$ cat config.mk
export PLATFORM = sky130hd
export DESIGN_NAME = sia_cell
export DESIGN_NICKNAME = d
export VERILOG_FILES = /design/src/sv/sia_pkg.sv /design/src/sv/sia_cell.sv
export SDC_FILE = /design/constraint.sdc
export NUM_CORES = 1
export LEC_CHECK = 0
export ABC_AREA = 1
export BUFFER_PORTS_ARGS = -buffer_cell sky130_fd_sc_hd__buf_2
export CORE_UTILIZATION = 55
export DETAILED_ROUTE_END_ITERATION = 8
export GPL_ROUTABILITY_DRIVEN = 0
export PLACE_DENSITY = 0.83
export SETUP_SLACK_MARGIN = 0.1
export SLEW_MARGIN = 25
export SYNTH_ARGS = -nofsm -noshare
export SYNTH_HDL_FRONTEND = slang
export SYNTH_SLANG_ARGS = --single-unit
export TNS_END_PERCENT = 1
$ cat constraint.sdc
create_clock -name clock -period 14.2 [get_ports clock]
set_clock_uncertainty 0.15 [all_clocks]
set_input_delay 3.55 -clock clock [delete_from_list [all_inputs] [get_ports clock]]
set_output_delay 3.55 -clock clock [all_outputs]
set_load 0.005 [all_outputs]
$ cat src/sv/sia_pkg.sv
package sia_pkg;

   localparam int CoordBits = 16;
   localparam int DiffBits  = CoordBits + 1;
   localparam int ProdBits  = 2 * DiffBits;
   localparam int MagBits   = 2 * CoordBits + 1;
   localparam int RemBits   = MagBits + 2;
   localparam int QuoBits   = CoordBits + 1;

   typedef logic signed [CoordBits-1:0] coord_type;

   typedef enum logic [2:0] {
      ST_NONE       = 3'd0,
      ST_PARALLEL   = 3'd1,
      ST_COINCIDENT = 3'd2,
      ST_TIP        = 3'd3,
      ST_CROSS      = 3'd4
   } status_type;

   typedef struct packed {
      coord_type a_start_x;
      coord_type a_start_y;
      coord_type a_end_x;
      coord_type a_end_y;
      coord_type b_start_x;
      coord_type b_start_y;
      coord_type b_end_x;
      coord_type b_end_y;
   } req_type;

   typedef struct packed {
      status_type status;
      coord_type  cross_x;
      coord_type  cross_y;
   } rsp_type;

   // divisor, multiplier-side numerator and |dA| per axis, handed down the row
   typedef struct packed {
      logic [MagBits-1:0] den;
      logic [MagBits-1:0] num;
      logic [QuoBits-1:0] mag_x;
      logic [QuoBits-1:0] mag_y;
   } opnd_type;

   typedef struct packed {
      logic [RemBits-1:0] rem_x;
      logic [QuoBits-1:0] quo_x;
      logic [RemBits-1:0] rem_y;
      logic [QuoBits-1:0] quo_y;
   } div_state_type;

endpackage

$ cat src/sv/sia_cell.sv
module sia_cell
   import sia_pkg::*;
#(
   parameter int BitPos = 0
) (
   input  logic          clock,
   input  logic          reset,
   input  logic          valid_in,
   input  opnd_type      opnd_in,
   input  div_state_type div_in,
   output logic          valid_out,
   output opnd_type      opnd_out,
   output div_state_type div_out
);

   // one multiplier bit of num*|d|/den: remainder stays below den, digit 0..2
   function automatic logic [RemBits+QuoBits-1:0] step(
      input logic [RemBits-1:0] rem,
      input logic [QuoBits-1:0] quo,
      input logic [MagBits-1:0] den,
      input logic [MagBits-1:0] num,
      input logic               take
   );
      logic [RemBits-1:0] t;
      logic [RemBits-1:0] d1;
      logic [RemBits-1:0] d2;
      logic [1:0]         k;
      t  = {rem[RemBits-2:0], 1'b0} + (take ? {2'b00, num} : {RemBits{1'b0}});
      d1 = {2'b00, den};
      d2 = {1'b0, den, 1'b0};
      if (t >= d2) begin
         t = t - d2;
         k = 2'd2;
      end else if (t >= d1) begin
         t = t - d1;
         k = 2'd1;
      end else begin
         k = 2'd0;
      end
      return {t, {quo[QuoBits-2:0], 1'b0} + {{(QuoBits-2){1'b0}}, k}};
   endfunction

   logic          valid_ff;
   opnd_type      opnd_ff;
   div_state_type div_ff;
   div_state_type div_in_nxt;

   always_comb begin
      {div_in_nxt.rem_x, div_in_nxt.quo_x} = step(div_in.rem_x, div_in.quo_x,
         opnd_in.den, opnd_in.num, opnd_in.mag_x[BitPos]);
      {div_in_nxt.rem_y, div_in_nxt.quo_y} = step(div_in.rem_y, div_in.quo_y,
         opnd_in.den, opnd_in.num, opnd_in.mag_y[BitPos]);
   end

   always_ff @(posedge clock) begin
      if (reset) begin
         valid_ff <= 1'b0;
      end else begin
         valid_ff <= valid_in;
      end
      opnd_ff <= opnd_in;
      div_ff  <= div_in_nxt;
   end

   assign valid_out = valid_ff;
   assign opnd_out  = opnd_ff;
   assign div_out   = div_ff;

endmodule

==> summary.md, run 1 <==
The run gives 18,900 sq um as the total standard cell area after synthesis. The run gives 20,700 as the via count of the first global-routing pass. The area taken by flip-flops and latches came out at 4100 sq um. Across all layers, the routed design uses 22,000 vias. The total of warnings raised by yosys came out at 0.

TritonCTS built the clock tree. Among the stages of the critical path, the cell type that occurs most often is sky130_fd_sc_hd__nand2_1. The number of top-level design ports is 412, and the count of buffer and inverter cells on the critical path is 5. When the netlist entered floorplanning its net count stood at 3,395. For the final-layout fill cell count, the log shows 3,129. The worst setup path startpoint was opnd_in[17]. The area overhead of the layout relative to synthesis was 16.8%; the number of buffers added on ports was 407. For the number of levels in the clock H-tree, the log shows 1.

The number of max-slew violations in the final report is 0, and the synthesized instance count is 2,980. In this run the power density over the cells is 130 nW/um^2. The tightest min-delay check is of the input pin to register type. CTS saw 205 sinks.

Entering global routing, the biggest net connects 37 pins. For the pin with the worst max-slew slack, the measured transition is 857 ps. The most frequently used flop master after synthesis was sky130_fd_sc_hd__dfxtp_1. Summed over all layers, the global routing overflow is 0. The tool flagged a number of max-cap violations equal to 0.

The floorplan has 67 rows. The synthesized area divided by synthesized cell count is 6.33 sq um, and the total power draw is 2.86 mW. The shortest period the worst path allows works out to 9670 ps. In the final routed layout, each cell accounts on average for 18.5 microns.

For this run, asynchronously set or reset flops after synthesis account for 0%. In this run the tightest slew margin relative to its limit is 42.7%. For this run, the number of standard cells in the final layout without fillers is 3,848. The tree is rooted in a sky130_fd_sc_hd__clkbuf_16.

The ratio of final minimum period to clock period is 68.1%, and the fraction of layout instances using a drive strength above 1 is 14.2%. For this run, the detailed router's first-pass iteration total came to 9. Synthesis inferred 205 register bits. Clock-pin slew was measured on the worst setup and hold paths at 60 ps. The floorplan die area came out at 35,000 sq um. The floorplan step defined a core boundary enclosing 33,600 sq um. The top cell types in the final layout, fill and taps aside, are 834 x sky130_fd_sc_hd__nand2_1, 415 x sky130_fd_sc_hd__inv_1, 407 x sky130_fd_sc_hd__buf_2.

Buffers inserted to repair hold after CTS numbered 0. At the end of the flow, the number of nets in the layout was 3,797. The number of placed cells counting well taps was 3,806.

The critical path ends at div_out[68]. Adding up every negative setup slack in the final design gives 0 ps. Summed over all nets, the half-perimeter wirelength after detailed placement is 59,900 microns. In this run, the number of DRC markers left after iteration 0 of detailed routing was 2,483. The cell with the largest stage delay on the worst path is sky130_fd_sc_hd__xor2_1. Once detail routing completed, the nets flagged for antenna violations numbered 0.

The largest delay contributor family on the critical path was simple AND/OR/NAND/NOR gates. The worst-case IR drop observed on VDD is 0.0992 mV. Summing all multi-input logic gate instances after layout gives 13,000 sq um. Number of gates resized after CTS: 0. The required time reported for the critical path endpoint is 14,500 ps, and the die width is 187 microns. Using the TritonRoute via totals, the vias-per-cell ratio works out to 5.73.

The setup path with the least slack is of type input pin to register. Measured along the y axis, the die boundary spans 187 microns. The tools report the achievable frequency as 0.103 GHz. Setup repair after global routing left no endpoint under its margin. STA puts the critical path data arrival time at 9970 ps. STA classifies the critical path startpoint as an input pin.

The wire length of the first global-routing pass came out at 108,000 microns. The netlist uses 43 different library cells. Summed over all cells, the static leakage comes to 12.1 nW. Leaving out fill and tap cells, the most frequent cell in the layout is sky130_fd_sc_hd__nand2_1. The overall track demand over capacity in global routing was 39.2%; the initial standard-cell utilization of the core was 56.1%.

TritonCTS created 22 clock buffers. The worst hold margin was 2970 ps. The number of post-CTS setup repair buffers was 0; the total DRC errors in the routed layout was 0. The biggest fanout along the worst timing path is 36. Counting buffers and inverters, the worst setup path is 33 cells deep.

The number of antenna violations at the first check in global routing was 7; the worst-case clock buffer depth was 3. The highest cell delay on the worst timing path was 510 ps; the number of setup violations in the final report was 0. The tools report the kind of end point of the critical path as a register. After detailed routing, the total wire length is 71,100 microns. Sequential cells were found to cover 21.8% of the synthesized design area. Final count of hold timing violations: 0.

The synthesized design contains 0 enable-type register cells. The flow ran to the end, and the final reports show no timing, DRC or antenna violations.
sequential cells by signal, indices dropped and copies added (netlist names):
| register | count |
|---|---|
| div_out | 104 |
| opnd_out | 100 |
| valid_out | 1 |
worst min path at each step:
stage | start | to | slack, ps | cells past startpoint
after detailed placement | opnd_in[24] | opnd_out[24] | 3500 | 1
after global placement | opnd_in[8] | opnd_out[8] | 3500 | 1
after CTS | opnd_in[95] | opnd_out[95] | 2950 | 1
final | opnd_in[24] | opnd_out[24] | 2970 | 1
after global routing | opnd_in[28] | opnd_out[28] | 2960 | 1
after floorplan | opnd_in[0] | opnd_out[0] | 3430 | 0
metrics by stage:
step	util (%)	setup WS, ps	area, sq um
after floorplan	-	5390	18900
after global placement	63.4	4460	21300
after detailed placement	63.4	4280	21300
after CTS	65.5	4720	22000
after global routing	65.5	4140	22000
final	65.5	4530	22000
report_power, final:
| part | total [mW] | internal [mW] | leakage (nW) | switching [mW] |
|---|---|---|---|---|
| clock network | 0.575 | 0.344 | 0.351 | 0.231 |
| registers | 0.730 | 0.698 | 1.73 | 0.0320 |
| logic | 1.55 | 0.542 | 10.0 | 1.01 |
cells by family (layout without fill, tap and decap cells):
family | after synthesis | count (layout) | share of synthesized area [%]
flip-flops | 205 | 205 | 21.8
XOR/XNOR | 186 | 186 | 8.64
buffers and inverters | 452 | 869 | 9.33
adder cells (fa/ha/maj) | 208 | 208 | 14.0
AO/OA/AOI/OAI | 436 | 436 | 12.8
AND/OR/NAND/NOR | 1493 | 1493 | 33.4
other | 0 | 3 | 0
area by class of cell:
class	count	share of cell area, %
inverters	420	7.16
diodes	3	0.0341
flip-flops and latches	205	18.6
multi-input cells	2323	59.0
clock buffers	33	2.87
repair buffers	410	9.35
well taps	448	2.54
clock inverters	6	0.426
per-layer routing:
metal,global-route usage [%],part of all wire (%),vias up
met5,0,0.052,-
met3,10.0,12,287
met1,46.0,37,9725
met2,63.5,44,1557
met4,25.2,7.4,6
li1,-,-,10500
cells in the mapped netlist (2+ instances only):
cell type / number / area (sq um)
sky130_fd_sc_hd__nand3_1: 257 / 1290
sky130_fd_sc_hd__xor2_1: 140 / 1230
sky130_fd_sc_hd__clkbuf_1: 8 / 30.0
sky130_fd_sc_hd__o21ai_0: 102 / 510
sky130_fd_sc_hd__nand4_1: 29 / 181
sky130_fd_sc_hd__buf_4: 13 / 97.6
sky130_fd_sc_hd__inv_1: 415 / 1560
sky130_fd_sc_hd__a211oi_1: 3 / 22.5
sky130_fd_sc_hd__nor2_2: 8 / 50.1
sky130_fd_sc_hd__nor3_1: 37 / 185
sky130_fd_sc_hd__o21bai_1: 25 / 188
sky130_fd_sc_hd__and2_1: 3 / 18.8
sky130_fd_sc_hd__nand2_4: 2 / 22.5
sky130_fd_sc_hd__nor2_4: 3 / 33.8
sky130_fd_sc_hd__fa_1: 6 / 120
sky130_fd_sc_hd__o221ai_1: 2 / 17.5
sky130_fd_sc_hd__inv_2: 4 / 15.0
sky130_fd_sc_hd__nor2_1: 276 / 1040
sky130_fd_sc_hd__buf_2: 11 / 55.1
sky130_fd_sc_hd__ha_1: 202 / 2530
sky130_fd_sc_hd__nand3_2: 3 / 30.0
sky130_fd_sc_hd__nor3b_1: 3 / 22.5
sky130_fd_sc_hd__a21boi_0: 13 / 97.6
sky130_fd_sc_hd__nand2_2: 9 / 56.3
sky130_fd_sc_hd__nand2_1: 834 / 3130
sky130_fd_sc_hd__nand3_4: 2 / 35.0
sky130_fd_sc_hd__nor4_1: 7 / 43.8
sky130_fd_sc_hd__nand4_4: 2 / 42.5
sky130_fd_sc_hd__nand3b_1: 9 / 67.6
sky130_fd_sc_hd__and3_1: 2 / 12.5
sky130_fd_sc_hd__o21a_1: 11 / 82.6
sky130_fd_sc_hd__or2_2: 6 / 37.5
sky130_fd_sc_hd__dfxtp_1: 205 / 4100
sky130_fd_sc_hd__a31oi_1: 22 / 138
sky130_fd_sc_hd__a21oi_1: 226 / 1130
sky130_fd_sc_hd__o21ai_1: 3 / 15.0
sky130_fd_sc_hd__a21o_1: 26 / 195
sky130_fd_sc_hd__xnor2_1: 46 / 403
Note: power is estimated with default switching activity, not from simulation.
==> run 2: changes to the inputs <==
--- a/config.mk
+++ b/config.mk
@@ -5,12 +5,12 @@
 export SDC_FILE = /design/constraint.sdc
 export NUM_CORES = 1
 export LEC_CHECK = 0
-export ABC_AREA = 1
+export ABC_AREA = 0
 export BUFFER_PORTS_ARGS = -buffer_cell sky130_fd_sc_hd__buf_2
 export CORE_UTILIZATION = 55
 export DETAILED_ROUTE_END_ITERATION = 8
 export GPL_ROUTABILITY_DRIVEN = 0
-export PLACE_DENSITY = 0.83
+export PLACE_DENSITY = 0.84
 export SETUP_SLACK_MARGIN = 0.1
 export SLEW_MARGIN = 25
 export SYNTH_ARGS = -nofsm -noshare
==> constraint.sdc (replaced) <==
create_clock -name clock -period 9.8 [get_ports clock]
set_clock_uncertainty 0.15 [all_clocks]
set_input_delay 2.45 -clock clock [delete_from_list [all_inputs] [get_ports clock]]
set_output_delay 2.45 -clock clock [all_outputs]
set_load 0.005 [all_outputs]
==> run 2 against run 1 <==
Effect of this change:
- sequential share of layout area increased by 1.9 points
- total power grew 38%
- first-iteration DRC count down 27%
- count of clock-buffer cells in the layout stayed put
- combinational power grew 32%
- highest routed layer unchanged
- final cell count decreased by 26%
- hold slack got worse by 1100 ps
- flip-flop and latch count did not move
- critical endpoint is now div_out[65]
- largest cell class unchanged
- die area down 11%
- sequential power up 45%
- core utilization rose by 1.2 points
- synthesized area is 11% lower
==> summary.md, run 2 <==
The run finished with clean final reports. Based on the critical path, the design can be clocked at up to 0.112 GHz. The run gives 9250 ps (-720 ps) as the data arrival time of the critical path. The path class of the lowest-slack min-delay path is input pin to register. The tools report the via count of the first global-routing pass as 16,600 (-20%).

The share of synthesized flip-flops with an asynchronous set or reset is 0% (unchanged). The number of post-CTS setup repair buffers is 0 (unchanged). The launching element type of the critical path was an input pin. The ratio of final minimum period to clock period was 91.3%. The area overhead of the layout relative to synthesis was 18.7%.

The die boundary height came out at 177 microns (-5.5%). After synthesis, the most frequently instantiated cells are 205 x sky130_fd_sc_hd__dfxtp_1, 202 x sky130_fd_sc_hd__ha_1, 182 x sky130_fd_sc_hd__a21oi_1. The logs give 0 (unchanged) for the number of nets with antenna violations after detailed routing and 56.3% (+0.15 points) for the initial standard-cell utilization of the core.

The final wirelength was 57,100 microns (-20%). The run gives 16,800 sq um (-11%) as the total standard cell area after synthesis. Post-route cell area: 19,900 sq um (-9.5%). The floorplan die area came out at 31,300 sq um (-11%). The share of the synthesized area in the top cell type is 24.4% (+2.7 points). The logs give 0 (unchanged) for the number of max-slew violations in the final report and 1 (unchanged) for the number of levels in the clock H-tree. The number of distinct library cells after synthesis is 85 (+98%).

The number of flip-flops under the largest register name is 104 (unchanged), and the total DRC errors in the routed layout is 0 (unchanged). The path with the worst hold slack has its endpoint at opnd_out[29]. In the layout the commonest cells are 407 x sky130_fd_sc_hd__buf_2, 205 x sky130_fd_sc_hd__dfxtp_1, 202 x sky130_fd_sc_hd__ha_1. The biggest fanout along the worst timing path was 33 (-8.3%); the mean routed wirelength per cell was 20.0 microns (+8.6%).

The power per cell area works out to 197 nW/um^2 (+52%). Number of sinks on the clock net: 205 (unchanged). Setup repair after global routing left no endpoint under its margin. The total of hold buffers inserted after clock tree synthesis is 0 (unchanged). The number of cells traversed by the worst hold path works out to 1 (unchanged). Total congestion overflow after global routing: 0 (unchanged). The logs give 35.0% (-4.2 points) for the overall track demand over capacity in global routing and 46,700 microns (-22%) for the placed wire-length estimate. For the total of warnings raised by yosys, the log shows 0 (unchanged).

The cell sitting at the root of the clock tree is a sky130_fd_sc_hd__clkbuf_16. The number of top-level design ports came out at 412 (unchanged). The tools report the worst hold path startpoint as opnd_in[29].

The logs give 2,464 (-27%) for the net count after synthesis and 0 (unchanged) for the final count of hold timing violations. Among all cell types in the netlist, the one instantiated most often is sky130_fd_sc_hd__dfxtp_1. The tools report the kind of end point of the critical path as a register. The CTS clock-pin slew for the worst setup and hold paths works out to 60 ps (about the same).

The synthesized instance count is 2,049 (-31%). For the standard cell area after detailed placement, the log shows 19,200 sq um (-9.8%). The peak supply drop was 0.150 mV (+51%); the number of vias per cell after detailed routing was 6.24 (+8.9%). The most frequently used flop master after synthesis was sky130_fd_sc_hd__dfxtp_1.

The logs give 29,900 sq um (-11%) for the area of the core and 17,800 (-19%) for the total number of vias. The run gives 86,400 microns (-20%) as the wire length of the first global-routing pass. The sum of negative setup slack was 0 ps (unchanged); the net total in the final layout was 2,853 (-25%). The tools report the number of antenna violations at the first check in global routing as 7 (unchanged). Number of placement rows: 63 (-6.0%). For the number of gates resized after CTS, the log shows 0 (unchanged). Ranked by total cell area, the synthesized netlist is headed by sky130_fd_sc_hd__dfxtp_1 24%, sky130_fd_sc_hd__ha_1 15%, sky130_fd_sc_hd__xnor2_1 7.2%. The static leakage came out at 9.78 nW (-19%). The DRC marker count from the first detailed-route iteration came out at 1,807 (-27%). The tools report the tightest slew margin relative to the limit as 40.1% (-2.6 points). The slew at the pin with the worst max-slew slack works out to 875 ps (+18.1 ps). For the number of clock buffers inserted by TritonCTS, the log shows 22 (unchanged). The largest net degree at the start of global routing is 60 (+62%). Number of setup violations in the final report: 0 (unchanged).

The kind of critical path is input pin to register. Number of search-and-repair iterations in the first detailed-routing pass: 6 (-3). Of all cell types, the one taking the most synthesized area is sky130_fd_sc_hd__dfxtp_1. The synthesized area divided by synthesized cell count was 8.20 sq um (+30%). The cell repeated most along the worst path was sky130_fd_sc_hd__ha_1. Worst setup path startpoint: opnd_in[17]. For the finished layout, the period the worst path requires is 8950 ps. TritonCTS built the clock tree. The required time reported for the critical path endpoint is 10,100 ps (-4400 ps). The register bit total from synthesis was 205 (unchanged). The most frequent standard cell in the layout excluding fill and tap cells is sky130_fd_sc_hd__buf_2.

The fraction of layout instances using a drive strength above 1 is 20.3% (+6.1 points). The number of max-cap violations is 0 (unchanged). The number of synthesized flops with an enable pin came out at 0 (unchanged). The cell with the largest stage delay on the worst path is sky130_fd_sc_hd__a211oi_1. The tools report the fraction of the yosys area taken by sequential cells as 24.4% (+2.7 points).

The final-layout fill cell count came out at 2,464 (-21%). The die width was 177 microns (-5.5%); the highest cell delay on the worst timing path was 480 ps (-30 ps). The worst-case clock buffer depth came out at 3 (unchanged). The number of buffers added on ports came out at 407 (unchanged).
-- run 2: changes by cell type after synthesis, sizes merged, moves of 47 or more --
cell,change
a21o,+54
and2,+79
inv,-332
mux2i,+47
nand2,-690
nand3,-182
nor2,-184
xnor2,+93
xor2,-83
-- run 2: layout make-up --
cell class | count | area, sq um | share of cell area, %
diodes | 5 | 12.5 | 0.0627
clock buffers | 33 | 693 | 3.47
flip-flops and latches | 205 | 4100 | 20.6
repair buffers | 419 | 2130 | 10.7
inverters | 87 | 327 | 1.64
well taps | 390 | 488 | 2.45
clock inverters | 5 | 35.0 | 0.176
multi-input cells | 1703 | 12200 | 61.0
-- run 2: worst max-delay path by stage --
stage / end / slack, ps / depth (start not counted)
floorplan: div_out[65] / 1380 / 30
global placement: div_out[65] / 810 / 28
detailed placement: div_out[65] / 640 / 28
CTS: div_out[65] / 1150 / 28
global route: div_out[65] / 390 / 28
finish: div_out[65] / 850 / 28
-- run 2: logic make-up (layout without fill, tap and decap cells) --
logic type,after synthesis,count (layout),synth area share (%)
buffers and inverters,141,544,3.33
muxes,48,48,2.87
other,0,5,0
AOI/OAI and AO/OA,632,632,24.7
xor gates and xnor gates,196,196,10.2
and+or+nand+nor,619,619,18.7
DFF,205,205,24.4
adders and majority gates,208,208,15.7
-- run 2: power breakdown --
part           total (mW)  internal, mW  switching [mW]
logic                2.05         0.868            1.18
registers            1.06          1.01          0.0463
clock network       0.824         0.487           0.337
total                3.94          2.37            1.57
-- run 2: per-stage QoR --
stage	hold slack, ps	util (%)	std cells	power (mW)	worst slack [ps]
4_1_cts	1860	66.7	2842	3.90	1150
6_report	1870	66.8	2847	3.94	851
3_5_place_dp	2400	64.3	2804	3.06	639
3_3_place_gp	2400	64.3	2804	3.02	808
5_1_grt	1860	66.8	2847	4.18	388
2_1_floorplan	2330	-	2049	2.46	1380
-- run 2: worst max-delay path: cells and delay by family --
family | cells | cell delay (ps)
AOI/OAI and AO/OA | 11 | 2700
buffers and inverters | 3 | 720
and+or+nand+nor | 8 | 1740
xor gates and xnor gates | 2 | 350
adders and majority gates | 4 | 1260
-- run 2: layer usage --
metal / part of all wire [%] / vias to the layer above / global-route usage (%)
li1: - / 8330 / -
met2: 46 / 1002 / 58.2
met1: 38 / 8216 / 41.6
met5: 0.039 / - / 0
met3: 10 / 203 / 7.24
met4: 6.0 / 2 / 20.2
